## src/rtl/core/pgmp5_pkg.sv

```systemverilog
// Shared types and constants for the PGM P5 stream parser.
// Holds the parse phase enum, result codes, character codes and the result record.
// No dependencies.
package pgmp5_pkg;

  localparam int ACC_W = 17;
  localparam logic [ACC_W-1:0] ACC_MAX = '1;
  localparam logic [ACC_W-1:0] MAXVAL_MAX = 17'd255;

  localparam logic [7:0] CHAR_P     = 8'h50;
  localparam logic [7:0] CHAR_5     = 8'h35;
  localparam logic [7:0] CHAR_HASH  = 8'h23;
  localparam logic [7:0] CHAR_0     = 8'h30;
  localparam logic [7:0] CHAR_9     = 8'h39;
  localparam logic [7:0] CHAR_LF    = 8'h0A;
  localparam logic [7:0] CHAR_TAB   = 8'h09;
  localparam logic [7:0] CHAR_CR    = 8'h0D;
  localparam logic [7:0] CHAR_SPACE = 8'h20;

  typedef enum logic [2:0] {
    PH_MAGIC0,
    PH_MAGIC1,
    PH_HEADER,
    PH_PIXELS,
    PH_IDLE
  } phase_t;

  typedef enum logic [1:0] {
    KIND_HEADER,
    KIND_PIXEL,
    KIND_ERROR
  } kind_t;

  typedef enum logic [1:0] {
    ERR_MAGIC,
    ERR_TOKEN,
    ERR_RANGE,
    ERR_SHORT
  } err_t;

  typedef enum logic [1:0] {
    FLD_WIDTH,
    FLD_HEIGHT,
    FLD_MAXVAL
  } field_t;

  typedef struct packed {
    kind_t       result_kind;
    logic [15:0] image_width;
    logic [15:0] image_height;
    logic [7:0]  pixel_value;
    logic        last_pixel;
    err_t        error_code;
  } result_t;

endpackage

```

## src/rtl/core/pgmp5_if.sv

```systemverilog
// Valid/ready stream interfaces for the PGM P5 parser: input bytes and results.
// Depends on pgmp5_pkg for the result code types.
interface pgmp5_in_if;
  logic       valid;
  logic       ready;
  logic [7:0] data_byte;
  logic       end_of_file;

  modport source (output valid, output data_byte, output end_of_file, input ready);
  modport sink (input valid, input data_byte, input end_of_file, output ready);
endinterface

interface pgmp5_out_if;
  logic                valid;
  logic                ready;
  pgmp5_pkg::kind_t    result_kind;
  logic [15:0]         image_width;
  logic [15:0]         image_height;
  logic [7:0]          pixel_value;
  logic                last_pixel;
  pgmp5_pkg::err_t     error_code;

  modport source (output valid, output result_kind, output image_width,
                  output image_height, output pixel_value, output last_pixel,
                  output error_code, input ready);
  modport sink (input valid, input result_kind, input image_width,
                input image_height, input pixel_value, input last_pixel,
                input error_code, output ready);
endinterface

```

## src/rtl/core/pgm_p5_stream_parser_unit.sv

```systemverilog
// Top level of the PGM P5 stream parser: header parse, validation and pixel pass-through.
// Depends on pgmp5_pkg and the stream interfaces in pgmp5_if.sv.
// A result is registered into the output slot, or into the skid slot while the output slot is full.
// Throughput: one beat per cycle while input ready is high; the header multiply and the times-ten
// step each sit between the state registers, and a two-slot output register keeps input flowing.
// Input ready drops only while both output slots hold results.
// Reset (synchronous, active high) returns the parser to the first magic byte and empties the output.
module pgm_p5_stream_parser_unit #(
  parameter int DIM_BITS = 16
) (
  input  logic               clk,
  input  logic               rst,
  pgmp5_in_if.sink           in_stream,
  pgmp5_out_if.source        out_stream
);
  import pgmp5_pkg::*;

  localparam int PIX_W = 2 * DIM_BITS;

  phase_t              phase, phase_next;
  field_t              field_idx, field_idx_next;
  logic                in_number, in_number_next;
  logic                in_comment, in_comment_next;
  logic [ACC_W-1:0]    acc, acc_next;
  logic [DIM_BITS-1:0] width_store, width_store_next;
  logic [DIM_BITS-1:0] height_store, height_store_next;
  logic [PIX_W-1:0]    pixels_left, pixels_left_next;

  logic                out_valid, skid_valid;
  result_t             out_data, skid_data;
  result_t             res;
  logic                res_valid;

  logic                accept, produce;
  logic [7:0]          c;
  logic                is_digit, is_ws;
  logic [3:0]          digit;
  logic [ACC_W+3:0]    acc_wide;
  logic [ACC_W-1:0]    acc_sat;
  logic                dim_bad, maxval_bad;
  logic [PIX_W-1:0]    area;

  assign in_stream.ready = !skid_valid;
  assign accept   = in_stream.valid && !skid_valid;
  assign produce  = accept && res_valid;
  assign c        = in_stream.data_byte;
  assign is_digit = (c >= CHAR_0) && (c <= CHAR_9);
  assign is_ws    = (c == CHAR_SPACE) || ((c >= CHAR_TAB) && (c <= CHAR_CR));
  assign digit    = 4'(c - CHAR_0);
  assign acc_wide = ((ACC_W+4)'(acc) << 3) + ((ACC_W+4)'(acc) << 1) + (ACC_W+4)'(digit);
  assign acc_sat  = (acc_wide > (ACC_W+4)'(ACC_MAX)) ? ACC_MAX : acc_wide[ACC_W-1:0];
  assign dim_bad    = (acc == '0) || (|acc[ACC_W-1:DIM_BITS]);
  assign maxval_bad = (acc == '0) || (acc > MAXVAL_MAX);
  assign area     = PIX_W'(width_store) * PIX_W'(height_store);

  always_comb begin
    phase_next        = phase;
    field_idx_next    = field_idx;
    in_number_next    = in_number;
    in_comment_next   = in_comment;
    acc_next          = acc;
    width_store_next  = width_store;
    height_store_next = height_store;
    pixels_left_next  = pixels_left;
    if (accept) begin
      if (in_stream.end_of_file) begin
        phase_next        = PH_MAGIC0;
        field_idx_next    = FLD_WIDTH;
        in_number_next    = 1'b0;
        in_comment_next   = 1'b0;
        acc_next          = '0;
        width_store_next  = '0;
        height_store_next = '0;
        pixels_left_next  = '0;
      end else begin
        unique case (phase)
          PH_MAGIC0: phase_next = (c == CHAR_P) ? PH_MAGIC1 : PH_IDLE;
          PH_MAGIC1: phase_next = (c == CHAR_5) ? PH_HEADER : PH_IDLE;
          PH_HEADER: begin
            priority if (in_number) begin
              if (is_digit) begin
                acc_next = acc_sat;
              end else begin
                in_number_next = 1'b0;
                acc_next       = '0;
                unique case (field_idx)
                  FLD_WIDTH: begin
                    if (dim_bad) begin
                      phase_next = PH_IDLE;
                    end else begin
                      width_store_next = acc[DIM_BITS-1:0];
                      field_idx_next   = FLD_HEIGHT;
                    end
                  end
                  FLD_HEIGHT: begin
                    if (dim_bad) begin
                      phase_next = PH_IDLE;
                    end else begin
                      height_store_next = acc[DIM_BITS-1:0];
                      field_idx_next    = FLD_MAXVAL;
                    end
                  end
                  default: begin
                    if (maxval_bad) begin
                      phase_next = PH_IDLE;
                    end else begin
                      field_idx_next   = FLD_WIDTH;
                      pixels_left_next = area;
                      phase_next       = PH_PIXELS;
                    end
                  end
                endcase
              end
            end else if (in_comment) begin
              if (c == CHAR_LF) begin
                in_comment_next = 1'b0;
              end
            end else if (is_ws) begin
              phase_next = PH_HEADER;
            end else if (c == CHAR_HASH) begin
              in_comment_next = 1'b1;
            end else if (is_digit) begin
              in_number_next = 1'b1;
              acc_next       = ACC_W'(digit);
            end else begin
              phase_next = PH_IDLE;
            end
          end
          PH_PIXELS: begin
            pixels_left_next = pixels_left - PIX_W'(1);
            if (pixels_left == PIX_W'(1)) begin
              phase_next = PH_IDLE;
            end
          end
          PH_IDLE: phase_next = PH_IDLE;
          default: phase_next = PH_IDLE;
        endcase
      end
    end
  end

  always_comb begin
    res_valid = 1'b0;
    res       = '{result_kind: KIND_ERROR, image_width: '0, image_height: '0,
                  pixel_value: '0, last_pixel: 1'b0, error_code: ERR_MAGIC};
    if (in_stream.end_of_file) begin
      unique case (phase)
        PH_MAGIC0, PH_MAGIC1: begin
          res_valid      = 1'b1;
          res.error_code = ERR_MAGIC;
        end
        PH_HEADER: begin
          res_valid = 1'b1;
          if (in_number && (field_idx == FLD_MAXVAL)) begin
            res.error_code = maxval_bad ? ERR_RANGE : ERR_SHORT;
          end else begin
            res.error_code = ERR_TOKEN;
          end
        end
        PH_PIXELS: begin
          res_valid      = 1'b1;
          res.error_code = ERR_SHORT;
        end
        default: res_valid = 1'b0;
      endcase
    end else begin
      unique case (phase)
        PH_MAGIC0: begin
          res_valid      = (c != CHAR_P);
          res.error_code = ERR_MAGIC;
        end
        PH_MAGIC1: begin
          res_valid      = (c != CHAR_5);
          res.error_code = ERR_MAGIC;
        end
        PH_HEADER: begin
          priority if (in_number) begin
            if (!is_digit) begin
              if (field_idx == FLD_WIDTH || field_idx == FLD_HEIGHT) begin
                res_valid      = dim_bad;
                res.error_code = ERR_RANGE;
              end else if (maxval_bad) begin
                res_valid      = 1'b1;
                res.error_code = ERR_RANGE;
              end else begin
                res_valid        = 1'b1;
                res.result_kind  = KIND_HEADER;
                res.image_width  = 16'(width_store);
                res.image_height = 16'(height_store);
              end
            end
          end else if (!in_comment && !is_ws && (c != CHAR_HASH) && !is_digit) begin
            res_valid      = 1'b1;
            res.error_code = ERR_TOKEN;
          end
        end
        PH_PIXELS: begin
          res_valid       = 1'b1;
          res.result_kind = KIND_PIXEL;
          res.pixel_value = c;
          res.last_pixel  = (pixels_left == PIX_W'(1));
        end
        default: res_valid = 1'b0;
      endcase
    end
  end

  always_ff @(posedge clk) begin
    if (rst) begin
      phase        <= PH_MAGIC0;
      field_idx    <= FLD_WIDTH;
      in_number    <= 1'b0;
      in_comment   <= 1'b0;
      acc          <= '0;
      width_store  <= '0;
      height_store <= '0;
      pixels_left  <= '0;
    end else begin
      phase        <= phase_next;
      field_idx    <= field_idx_next;
      in_number    <= in_number_next;
      in_comment   <= in_comment_next;
      acc          <= acc_next;
      width_store  <= width_store_next;
      height_store <= height_store_next;
      pixels_left  <= pixels_left_next;
    end
  end

  always_ff @(posedge clk) begin
    if (rst) begin
      out_valid  <= 1'b0;
      skid_valid <= 1'b0;
    end else if (out_valid && out_stream.ready) begin
      if (skid_valid) begin
        out_data   <= skid_data;
        skid_valid <= 1'b0;
      end else begin
        out_valid <= produce;
        if (produce) begin
          out_data <= res;
        end
      end
    end else if (produce) begin
      if (!out_valid) begin
        out_valid <= 1'b1;
        out_data  <= res;
      end else begin
        skid_valid <= 1'b1;
        skid_data  <= res;
      end
    end
  end

  assign out_stream.valid        = out_valid;
  assign out_stream.result_kind  = out_data.result_kind;
  assign out_stream.image_width  = out_data.image_width;
  assign out_stream.image_height = out_data.image_height;
  assign out_stream.pixel_value  = out_data.pixel_value;
  assign out_stream.last_pixel   = out_data.last_pixel;
  assign out_stream.error_code   = out_data.error_code;

`ifndef SYNTHESIS
  a_skid_behind_out: assert property (@(posedge clk) disable iff (rst)
    skid_valid |-> out_valid)
    else $error("skid slot holds a beat while the output slot is empty");

  a_pixels_nonzero: assert property (@(posedge clk) disable iff (rst)
    (phase == PH_PIXELS) |-> (pixels_left != '0))
    else $error("pixel phase with no pixels left");

  a_eof_rearms: assert property (@(posedge clk) disable iff (rst)
    (accept && in_stream.end_of_file) |=> (phase == PH_MAGIC0) && (acc == '0))
    else $error("end of file did not re-arm the parser");

  a_width_stored: assert property (@(posedge clk) disable iff (rst)
    ((phase == PH_HEADER) && (field_idx != FLD_WIDTH)) |-> (width_store != '0))
    else $error("later header field reached without a valid width");
`endif

endmodule

```

## src/flat_wrapper.sv

```systemverilog
// flat-port wrapper written by rule: the top's interface ports become plain ports
module pgm_p5_stream_parser_unit_flat import pgmp5_pkg::*;
#(
  parameter int DIM_BITS = 16
)
  (clk, rst, in_stream_valid, in_stream_data_byte, in_stream_end_of_file, in_stream_ready, out_stream_valid, out_stream_result_kind, out_stream_image_width, out_stream_image_height, out_stream_pixel_value, out_stream_last_pixel, out_stream_error_code, out_stream_ready);
  pgmp5_in_if in_stream_i ();
  pgmp5_out_if out_stream_i ();
  input  logic clk;
  input  logic rst;
  input wire logic [$bits(in_stream_i.valid)-1:0] in_stream_valid;
  input wire logic [$bits(in_stream_i.data_byte)-1:0] in_stream_data_byte;
  input wire logic [$bits(in_stream_i.end_of_file)-1:0] in_stream_end_of_file;
  output wire logic [$bits(in_stream_i.ready)-1:0] in_stream_ready;
  output wire logic [$bits(out_stream_i.valid)-1:0] out_stream_valid;
  output wire logic [$bits(out_stream_i.result_kind)-1:0] out_stream_result_kind;
  output wire logic [$bits(out_stream_i.image_width)-1:0] out_stream_image_width;
  output wire logic [$bits(out_stream_i.image_height)-1:0] out_stream_image_height;
  output wire logic [$bits(out_stream_i.pixel_value)-1:0] out_stream_pixel_value;
  output wire logic [$bits(out_stream_i.last_pixel)-1:0] out_stream_last_pixel;
  output wire logic [$bits(out_stream_i.error_code)-1:0] out_stream_error_code;
  input wire logic [$bits(out_stream_i.ready)-1:0] out_stream_ready;
  assign in_stream_i.valid = in_stream_valid;
  assign in_stream_i.data_byte = in_stream_data_byte;
  assign in_stream_i.end_of_file = in_stream_end_of_file;
  assign in_stream_ready = in_stream_i.ready;
  assign out_stream_valid = out_stream_i.valid;
  assign out_stream_result_kind = out_stream_i.result_kind;
  assign out_stream_image_width = out_stream_i.image_width;
  assign out_stream_image_height = out_stream_i.image_height;
  assign out_stream_pixel_value = out_stream_i.pixel_value;
  assign out_stream_last_pixel = out_stream_i.last_pixel;
  assign out_stream_error_code = out_stream_i.error_code;
  assign out_stream_i.ready = out_stream_ready;
  pgm_p5_stream_parser_unit #(.DIM_BITS(DIM_BITS)) u_core (.clk(clk), .rst(rst), .in_stream(in_stream_i), .out_stream(out_stream_i));
endmodule
```

## config.mk

```make
export PLATFORM = sky130hd
export DESIGN_NAME = pgm_p5_stream_parser_unit_flat
export DESIGN_NICKNAME = d
export VERILOG_FILES = /design/src/rtl/core/pgmp5_pkg.sv /design/src/rtl/core/pgmp5_if.sv /design/src/rtl/core/pgm_p5_stream_parser_unit.sv /design/src/flat_wrapper.sv
export SDC_FILE = /design/constraint.sdc
export NUM_CORES = 1
export LEC_CHECK = 0
export BUFFER_PORTS_ARGS = -buffer_cell sky130_fd_sc_hd__buf_2
export CORE_AREA = 2 2 171 173
export DETAILED_ROUTE_END_ITERATION = 16
export DIE_AREA = 0 0 173 175
export PLACE_DENSITY = 0.79
export SLEW_MARGIN = 10
export SYNTH_ARGS = -nofsm -noshare
export SYNTH_HDL_FRONTEND = slang
export SYNTH_SLANG_ARGS = --single-unit
export TNS_END_PERCENT = 1
```

## constraint.sdc

```tcl
create_clock -name clk -period 8.75 [get_ports clk]
set_clock_uncertainty 0.05 [all_clocks]
set_input_delay 0.875 -clock clk [delete_from_list [all_inputs] [get_ports clk]]
set_output_delay 0.875 -clock clk [all_outputs]
set_load 0.005 [all_outputs]
```

Yosys cells after proc, flatten, opt, wreduce, memory -nomap -nowiden
Index checks and enable logic that the tools add are counted.
- multiply operators: 1
- equal/unequal tests: 35
- magnitude comparators: 6
- add/subtract/negate cells: 4
- reductions and logical operators: 43
- bitwise logic cells: 2
- muxes and demuxes: 95
- operator list (operator ; count):
    45-bit 2-to-1 mux ; 5
    32-bit 2-to-1 mux ; 6
    16-bit 2-to-1 mux ; 11
    17-bit 2-to-1 mux ; 9
    34-bit 2-to-1 mux ; 4
    32-bit case mux with 2 select lines ; 1
    43-bit 2-to-1 mux ; 1
    3-bit 2-to-1 mux ; 13
    32-bit by 1-bit equality test with 1-bit output, second input constant ; 1
    16-bit by 16-bit multiplier with 32-bit output ; 1
    32-bit by 1-bit subtractor with 32-bit output, second input constant ; 1
    2-bit 2-to-1 mux ; 14
    1-bit 2-to-1 mux ; 25
    8-bit by 6-bit equality test with 1-bit output, second input constant ; 3
    6-bit AND reduction ; 4
    20-bit by 18-bit adder with 21-bit output ; 1
    21-bit by 4-bit adder with 21-bit output ; 1
    21-bit by 17-bit greater-than comparator with 1-bit output, second input constant ; 1
    17-bit by 8-bit greater-than comparator with 1-bit output, second input constant ; 1
    17-bit zero test ; 1
    8-bit by 6-bit inequality test with 1-bit output, second input constant ; 2
    3-bit by 2-bit inequality test with 1-bit output, second input constant ; 5
    3-bit inequality test, second input constant ; 5
    7-bit AND reduction ; 2
    35 further kinds ; 68
- logic and storage cells: 208
- bits of input ports: 13
- output and inout bits: 47
- register bits: 180

Depth between registers and ports, before layout
Gate-level depths: netlist of the first run.
- depth after elaboration: 15
- depth in mapped cells: 25
- mapped depth without buffers: 22

Worst setup path before layout of the first run
No wires, ideal clock.
- path type: input to register
- start: input port in_stream_data_byte[1]
- end: register u_core.skid_data[0] (netlist name) (enable)
- path slack: 1.322 ns
- stages on the path: 8
- arrival: 6.802 ns
- data required time: 8.125 ns
- cells stage by stage: and3b_1 o21ba_2 o31ai_1 a21oi_1 a311oi_1 o31a_1 nand2_1 nor4b_1
- longest elaborated chain between the ends: 13
- elaborated cells on any way between the ends: 23
- classes of those cells: 4 x order compare; 4 x eq/ne; 5 x mux; 10 x reduce/logical
- RTL lines (what ; line ; RTL):
    start, declared ; flat_wrapper.sv:12 ; input wire logic [$bits(in_stream_i.data_byte)-1:0] in_stream_data_byte;
    8-bit by 4-bit >= comparator with 1-bit output / 8-bit by 4-bit less-or-equal comparator with 1-bit output (equally long branches) ; pgm_p5_stream_parser_unit.sv:48 ; assign is_ws = (c == CHAR_SPACE) || ((c >= CHAR_TAB) && (c <= CHAR_CR));
    1-bit logical AND ; pgm_p5_stream_parser_unit.sv:48 ;
    1-bit logical OR ; pgm_p5_stream_parser_unit.sv:48 ;
    1-bit zero test ; pgm_p5_stream_parser_unit.sv:192 ; end else if (!in_comment && !is_ws && (c != CHAR_HASH) && !is_digit) begin
    1-bit logical AND (3 in series) ; pgm_p5_stream_parser_unit.sv:192 ;
    1-bit 2-to-1 mux ; pgm_p5_stream_parser_unit.sv:192 ;
    1-bit 2-to-1 mux ; pgm_p5_stream_parser_unit.sv:177 ; priority if (in_number) begin
    1-bit case mux with 4 select lines * ; pgm_p5_stream_parser_unit.sv:167 ; unique case (phase)
    1-bit 2-to-1 mux * ; pgm_p5_stream_parser_unit.sv:146 ; if (in_stream.end_of_file) begin
    1-bit logical AND * ; pgm_p5_stream_parser_unit.sv:45 ; assign produce = accept && res_valid;
    4-bit AND reduction (no source line) * ; -- ;
    end signal, assigned ; pgm_p5_stream_parser_unit.sv:250 ; skid_data <= res;
    end, declared ; pgm_p5_stream_parser_unit.sv:30 ; result_t out_data, skid_data;
Every way passes the cells marked *; elsewhere a longest branch is shown, timed or not.
A chain may end at the register's enable or synchronous reset.

Worst setup path after layout of the first run
- start: register u_core.height_store[7]
- end: register u_core.pixels_left[29]
- longest elaborated chain between the ends: 7
- RTL lines (what ; line ; RTL):
    start, declared ; pgm_p5_stream_parser_unit.sv:26 ; logic [DIM_BITS-1:0] height_store, height_store_next;
    start signal, assigned ; pgm_p5_stream_parser_unit.sv:225 ; height_store <= height_store_next;
    16-bit by 16-bit multiplier with 32-bit output ; pgm_p5_stream_parser_unit.sv:54 ; assign area = PIX_W'(width_store) * PIX_W'(height_store);
    32-bit 2-to-1 mux ; pgm_p5_stream_parser_unit.sv:104 ; if (maxval_bad) begin
    32-bit 2-to-1 mux ; pgm_p5_stream_parser_unit.sv:86 ; unique case (field_idx)
    32-bit 2-to-1 mux ; pgm_p5_stream_parser_unit.sv:81 ; if (is_digit) begin
    32-bit 2-to-1 mux ; pgm_p5_stream_parser_unit.sv:80 ; priority if (in_number) begin
    32-bit case mux with 2 select lines ; pgm_p5_stream_parser_unit.sv:76 ; unique case (phase)
    32-bit 2-to-1 mux ; pgm_p5_stream_parser_unit.sv:66 ; if (in_stream.end_of_file) begin
    end signal, assigned ; pgm_p5_stream_parser_unit.sv:226 ; pixels_left <= pixels_left_next;
    end, declared ; pgm_p5_stream_parser_unit.sv:27 ; logic [PIX_W-1:0] pixels_left, pixels_left_next;
No other way between the ends. The select of a mux whose other input is x is not followed.

==> out/metrics.cfg, run 1 <==
[run]
cap_violations = 0

[power_and_ir_drop]
p_sw_share_pct = 25.8
p_leak_nw = 8.83
p_int_w = 0.00134
p_seq_share_pct = 49.8
p_per_area_nw_per_um2 = 93.6
p_sw_w = 0.000466
power_frac_clock_pct = 45.0
comb_power_share_pct = 5.2
peakVddDrop_v = 0.000127

[synthesis]
ys_types = 80
synth-edff-count = 90
async_reset_ff_share_pct = 0
synth_area_leaders = fa_1 (22%), edfxtp_1 (15%), dfxtp_1 (9.9%), ha_1 (9.6%), and2_1 (5.5%)
yosysMostFrequentCell = inv_1
yosysTopAreaCell = fa_1
ys_top_cells_by_count = inv_1 (260), nand2_1 (214), fa_1 (196)
synth_cells = 1965
synth_flop_cell = edfxtp_1
syn_area_sq_um = 18200
synth_top_area_share_pct = 21.6
ys_warn_count = 0
synth-seq-area-share_pct = 24.8
synth_nets = 2313
ys_seq_elements = 180
syn_avg_cell_area_sq_um = 9.24

[detailed_routing]
wl_met3_mm = 3.66
routed-wl-met2_mm = 20.4
highest_layer = met4
wl_per_cell_um = 18.8
drtPass1Iterations = 6
drc = 0
drtIter0Drc = 1359
wl_met1_mm = 18.8
viasPerCell = 6.09
ant_nets = 0
vias = 14300
drt-total-wl_mm = 44.3

[setup_path]
cp_slowest_cell = dfxtp_1
crit_chain = nand2_1 -> fa_1 -> inv_1 -> fa_1 -> inv_1 -> fa_1 -> inv_1 -> fa_1 -> fa_1 -> inv_1 -> fa_1 -> inv_1 -> ha_1 -> inv_1 -> nor4_1 -> a32oi_1 -> a211o_1 -> a221oi_1 -> xnor2_1 -> a211oi_1
worst_ep_required_time_ns = 9.05
path_class = reg2reg
path_max_fanout = 18
worst_ep_arrival_time_ns = 7.14
worstSetupEndpointType = flip-flop
startpoint_type = flip-flop
crit_buf_inv = 6
critPathMaxStageDelay_ns = 0.82
cp_top_family = adder cells

[final_layout]
area_delta_synth_final_pct = 6.18
fill_cells = 2248
register_area_sq_um = 4500
multi_input_area_sq_um = 12300
diodes = 0
nets = 2308
drive_above_1_share_pct = 8.72

[placed_design]
portBuffers = 59
dp_hpwl_mm = 32.7
dp_slack_ns = 2.05
gp_congestion = 0.895

[sta]
final.setup.worst_slack_ns = 1.91
tightestPinTransition_ns = 1.18
slew_viol_final = 0
hold_ws_ns = 0.469
fmax_mhz = 146
rsz0062_at_grt = no
fin_crit_ns = 6.84
hold_violations = 0
finalSetupViolations = 0
tns_ns = 0
relSlewSlack_pct = 21.2
period_share_pct = 78.2

[clocking]
cts_tree = yes
post-cts-setup-buffer-count = 0
clk_pin_slew_ns = 0.08
clock_latency_ns = 0.45
cts_buffers = 17
cts_max_level = 4
cts.root.buffer_cell = clkbuf_16
cts_resized = 0
ctsHoldBuffers = 0
cts.path.max_buffers = 2
cts.sinks = 180

[grt]
grt_pass1_vias = 14600
grt_max_degree = 70
grt_pass1_wl_mm = 74.6
antenna_found_initial = 0
gr-usage-all-layers_pct = 30.6
grt_overflow = 0

[floorplan]
io_pins = 60
rows = 62
initial_utilization_pct = 64.0
die_w_um = 173
coreArea_sq_um = 28400
fp.dieH_um = 175
die_area_sq_um = 30300

[status]
status = finished, final reports clean

[worst_hold_path]
hp-class = reg2reg

==> power by group through the flow <==
stage                     Clock (W)  Combinational (W)  Sequential (W)
after global placement            0          0.0000905        0.000918
final                      0.000812          0.0000936        0.000899
after floorplan                   0          0.0000590        0.000919
after detailed placement          0          0.0000924        0.000918
after global routing       0.000848           0.000102        0.000900
after CTS                  0.000816          0.0000929        0.000899
==> routing by layer <==
metal	track usage, %	up-vias
li1	-	6573
met1	40.8	7041
met2	49.8	632
met3	6.51	103
met4	10.8	0
met5	0	-
==> kinds of logic (layout without fill, tap and decap cells) <==
family / Yosys count / count (layout) / synth area share [%]
muxes: 80 / 80 / 4.70
buffers and inverters: 352 / 360 / 7.41
DFF: 180 / 180 / 24.8
xor gates and xnor gates: 32 / 32 / 1.54
AOI/OAI and AO/OA: 307 / 307 / 11.2
adders and majority gates: 335 / 335 / 31.2
and+or+nand+nor: 679 / 679 / 19.2
==> area by class of cell <==
type	count	share of cell area [%]
clock buffers	17	2.21
repair buffers	68	1.88
well taps	384	2.49
multi-input cells	1433	64.0
clock inverters	15	1.03
flip-flops and latches	180	23.4
inverters	260	5.06
==> flip-flops by register name (all words and copies together) (netlist names), 3 cells and up <==
signal / count
u_core.out_stream.image_width: 16
u_core.skid_data: 45
u_core.height_store: 16
u_core.width_store: 16
u_core.phase: 3
u_core.acc: 17
u_core.out_stream.pixel_value: 8
u_core.out_stream.image_height: 16
u_core.pixels_left: 32
==> worst min-delay path: cells and delay by family, from the launching register on <==
family	cells	cell delay, ns
flip-flops	1	0.35
AND/OR/NAND/NOR	1	0.07
AO/OA/AOI/OAI	1	0.05
==> path summary, 6_finish.rpt <==
kind	cells after the start	start	slack [ns]	to
min	2	u_core.pixels_left[30]	0.47	u_core.pixels_left[30]
max reg2reg	20	u_core.height_store[7]	1.91	u_core.pixels_left[29]
max	20	u_core.height_store[7]	1.91	u_core.pixels_left[29]
min reg2reg	2	u_core.pixels_left[30]	0.47	u_core.pixels_left[30]
==> layout by cell type, fill, tap and decap left out, drive strengths merged, types with 68 or more instances in the layout <==
master | synthesis | final
inv | 260 | 268
nand2 | 215 | 215
fa | 196 | 196
and2 | 162 | 162
ha | 139 | 139
nor2 | 126 | 126
dfxtp | 90 | 90
edfxtp | 90 | 90
a21oi | 81 | 81
buf | 16 | 68
==> metrics by stage <==
step	util (%)	cells	total power, W	area, sq um
2_1_floorplan	-	1965	0.000978	18200
3_3_place_gp	65.7	2325	0.00101	18700
3_5_place_dp	65.7	2325	0.00101	18700
4_1_cts	67.9	2357	0.00181	19300
5_1_grt	67.9	2357	0.00185	19300
6_report	67.9	2357	0.00180	19300
Note: power is estimated with default switching activity, not from simulation.
==> inputs of run 2 (changes only) <==
Clock period 8.75 ns to 7.1 ns, I/O delays scaled along.
==> out/metrics.cfg, run 2 (synthesis results as in run 1) <==
[placed_design]
portBuffers = 59  ; unchanged
dp_hpwl_mm = 33.5  ; +2.4%
gp_congestion = 0.912  ; +1.8%
placed_cell_area_sq_um = 18800  ; +0.53%

[setup_path]
worstSetupEndpointType = flip-flop
startpoint_type = flip-flop
cp_slowest_cell = dfxtp_1
path_class = reg2reg
worst_ep_arrival_time_ns = 7.02  ; -0.12 ns
crit_chain = nand2_1 -> fa_1 -> inv_1 -> fa_1 -> inv_1 -> fa_1 -> inv_1 -> fa_1 -> fa_1 -> inv_1 -> fa_1 -> inv_1 -> ha_1 -> inv_1 -> nor4_1 -> a32oi_1 -> a211o_1 -> a221oi_1 -> xnor2_1 -> a211oi_1
worst_ep_required_time_ns = 7.41  ; -1.64 ns
path_max_fanout = 18  ; unchanged
critPathMaxStageDelay_ns = 0.88  ; +0.06 ns

[final_layout]
final_cell_mix = inv_1 (260), nand2_1 (214), fa_1 (196)
fin_area_sq_um = 19400  ; +0.50%
final_util_pct = 68.2  ; +0.34 points
largest_reg_flops = 45  ; unchanged
final_common_cell = inv_1
top_register = u_core.skid_data
nets = 2320  ; +0.52%
diodes = 0  ; unchanged
drive_above_1_share_pct = 9.27  ; +0.55 points
area_delta_synth_final_pct = 6.71
top_regs = u_core.skid_data x45, u_core.pixels_left x32, u_core.acc x17

[sta]
hold_violations = 0  ; unchanged
slew_viol_final = 0  ; unchanged
hold_ws_ns = 0.455  ; -0.0142 ns
fin_crit_ns = 6.71  ; -0.131 ns
relSlewSlack_pct = 20.9  ; -0.30 points
tightestPinTransition_ns = 1.19  ; +0.00444 ns
fmax_mhz = 149  ; +2.0%
tns_ns = 0  ; unchanged
period_share_pct = 94.5  ; +16 points
rsz0062_at_grt = no
finalSetupViolations = 0  ; unchanged

[power_and_ir_drop]
peakVddDrop_v = 0.000203  ; +59%
comb_power_share_pct = 5.2  ; about the same
p_sw_share_pct = 26.8  ; +0.99 points
power_frac_clock_pct = 44.8  ; -0.2 points
p_leak_nw = 8.89  ; +0.71%
p_sw_w = 0.000594  ; +28%
p_per_area_nw_per_um2 = 114  ; +22%
p_total_w = 0.00222  ; +23%
p_seq_share_pct = 50.0  ; +0.2 points
p_int_w = 0.00162  ; +21%

[grt]
grt_pass1_vias = 14600  ; +0.068%
grt_max_degree = 54  ; -23%
grt_overflow = 0  ; unchanged
antenna_found_initial = 1  ; +1
grt_pass1_wl_mm = 75.1  ; +0.59%
gr-usage-all-layers_pct = 30.9  ; +0.28 points

[floorplan]
rows = 62  ; unchanged
fp.dieH_um = 175  ; unchanged
die_w_um = 173  ; unchanged
initial_utilization_pct = 64.0  ; unchanged
coreArea_sq_um = 28400  ; unchanged
io_pins = 60  ; unchanged
die_area_sq_um = 30300  ; unchanged

[detailed_routing]
vias = 14300  ; -0.021%
drt-total-wl_mm = 44.9  ; +1.5%
drtPass1Iterations = 8  ; +2
viasPerCell = 6.06  ; -0.53%
ant_nets = 0  ; unchanged
drc = 0  ; unchanged
drtIter0Drc = 1437  ; +5.7%
wl_per_cell_um = 19.0  ; +0.97%

[run]
cap_violations = 0  ; unchanged

[clocking]
cts_tree = yes
cts_resized = 0  ; unchanged
cts.root.buffer_cell = clkbuf_16
cts_buffers = 17  ; unchanged
cts.path.max_buffers = 2  ; unchanged
clk_pin_slew_ns = 0.09  ; about the same
post-cts-setup-buffer-count = 0  ; unchanged
clock_latency_ns = 0.44  ; about the same
cts.sinks = 180  ; unchanged
ctsHoldBuffers = 0  ; unchanged
cts_max_level = 4  ; unchanged

[worst_hold_path]
hp-class = reg2reg

[status]
status = finished, final reports clean

==> run 2: metal layers <==
layer	up-vias	GRT usage [%]	share of wire, %
li1	6596	-	-
met1	6941	42.0	42
met2	691	50.6	47
met3	118	5.55	8.4
met4	0	9.68	3.0
met5	-	0	0
==> run 2: power by group through the flow <==
stage,clock [W],sequential (W),combinational [W]
5_1_grt,0.00104,0.00111,0.000126
2_1_floorplan,0,0.00113,0.0000730
3_3_place_gp,0,0.00113,0.000112
3_5_place_dp,0,0.00113,0.000114
4_1_cts,0.000999,0.00111,0.000115
6_report,0.000994,0.00111,0.000115
==> run 2: final timing paths <==
| check | start | end | slack, ns | cells past startpoint |
|---|---|---|---|---|
| setup / recovery | u_core.width_store[6] | u_core.pixels_left[29] | 0.39 | 20 |
| hold / removal | u_core.pixels_left[14] | u_core.pixels_left[14] | 0.45 | 2 |
| setup reg to reg | u_core.width_store[6] | u_core.pixels_left[29] | 0.39 | 20 |
| hold reg to reg | u_core.pixels_left[14] | u_core.pixels_left[14] | 0.45 | 2 |
==> run 2: final cells by class <==
type | instances | area [sq um]
multi-input cells | 1433 | 12300
well taps | 384 | 480
clock inverters | 15 | 195
fillers | 2198 | 9010
repair buffers | 80 | 453
flip-flops and latches | 180 | 4500
clock buffers | 17 | 425
inverters | 260 | 976
==> run 2: per-stage QoR <==
stage          instances  setup WS (ns)
4_1_cts             2369          0.459
3_3_place_gp        2337          0.593
6_report            2369          0.389
5_1_grt             2369         0.0661
2_1_floorplan       1965           1.02
3_5_place_dp        2337          0.492
==> run 2: critical path, delay by kind of cell, from the launching register on <==
family	cells	cell delay [ns]
AOI/OAI and AO/OA	4	1.09
xor gates and xnor gates	1	0.11
and+or+nand+nor	2	0.61
adders and majority gates	7	3.47
DFF	1	0.88
buffers and inverters	6	0.39
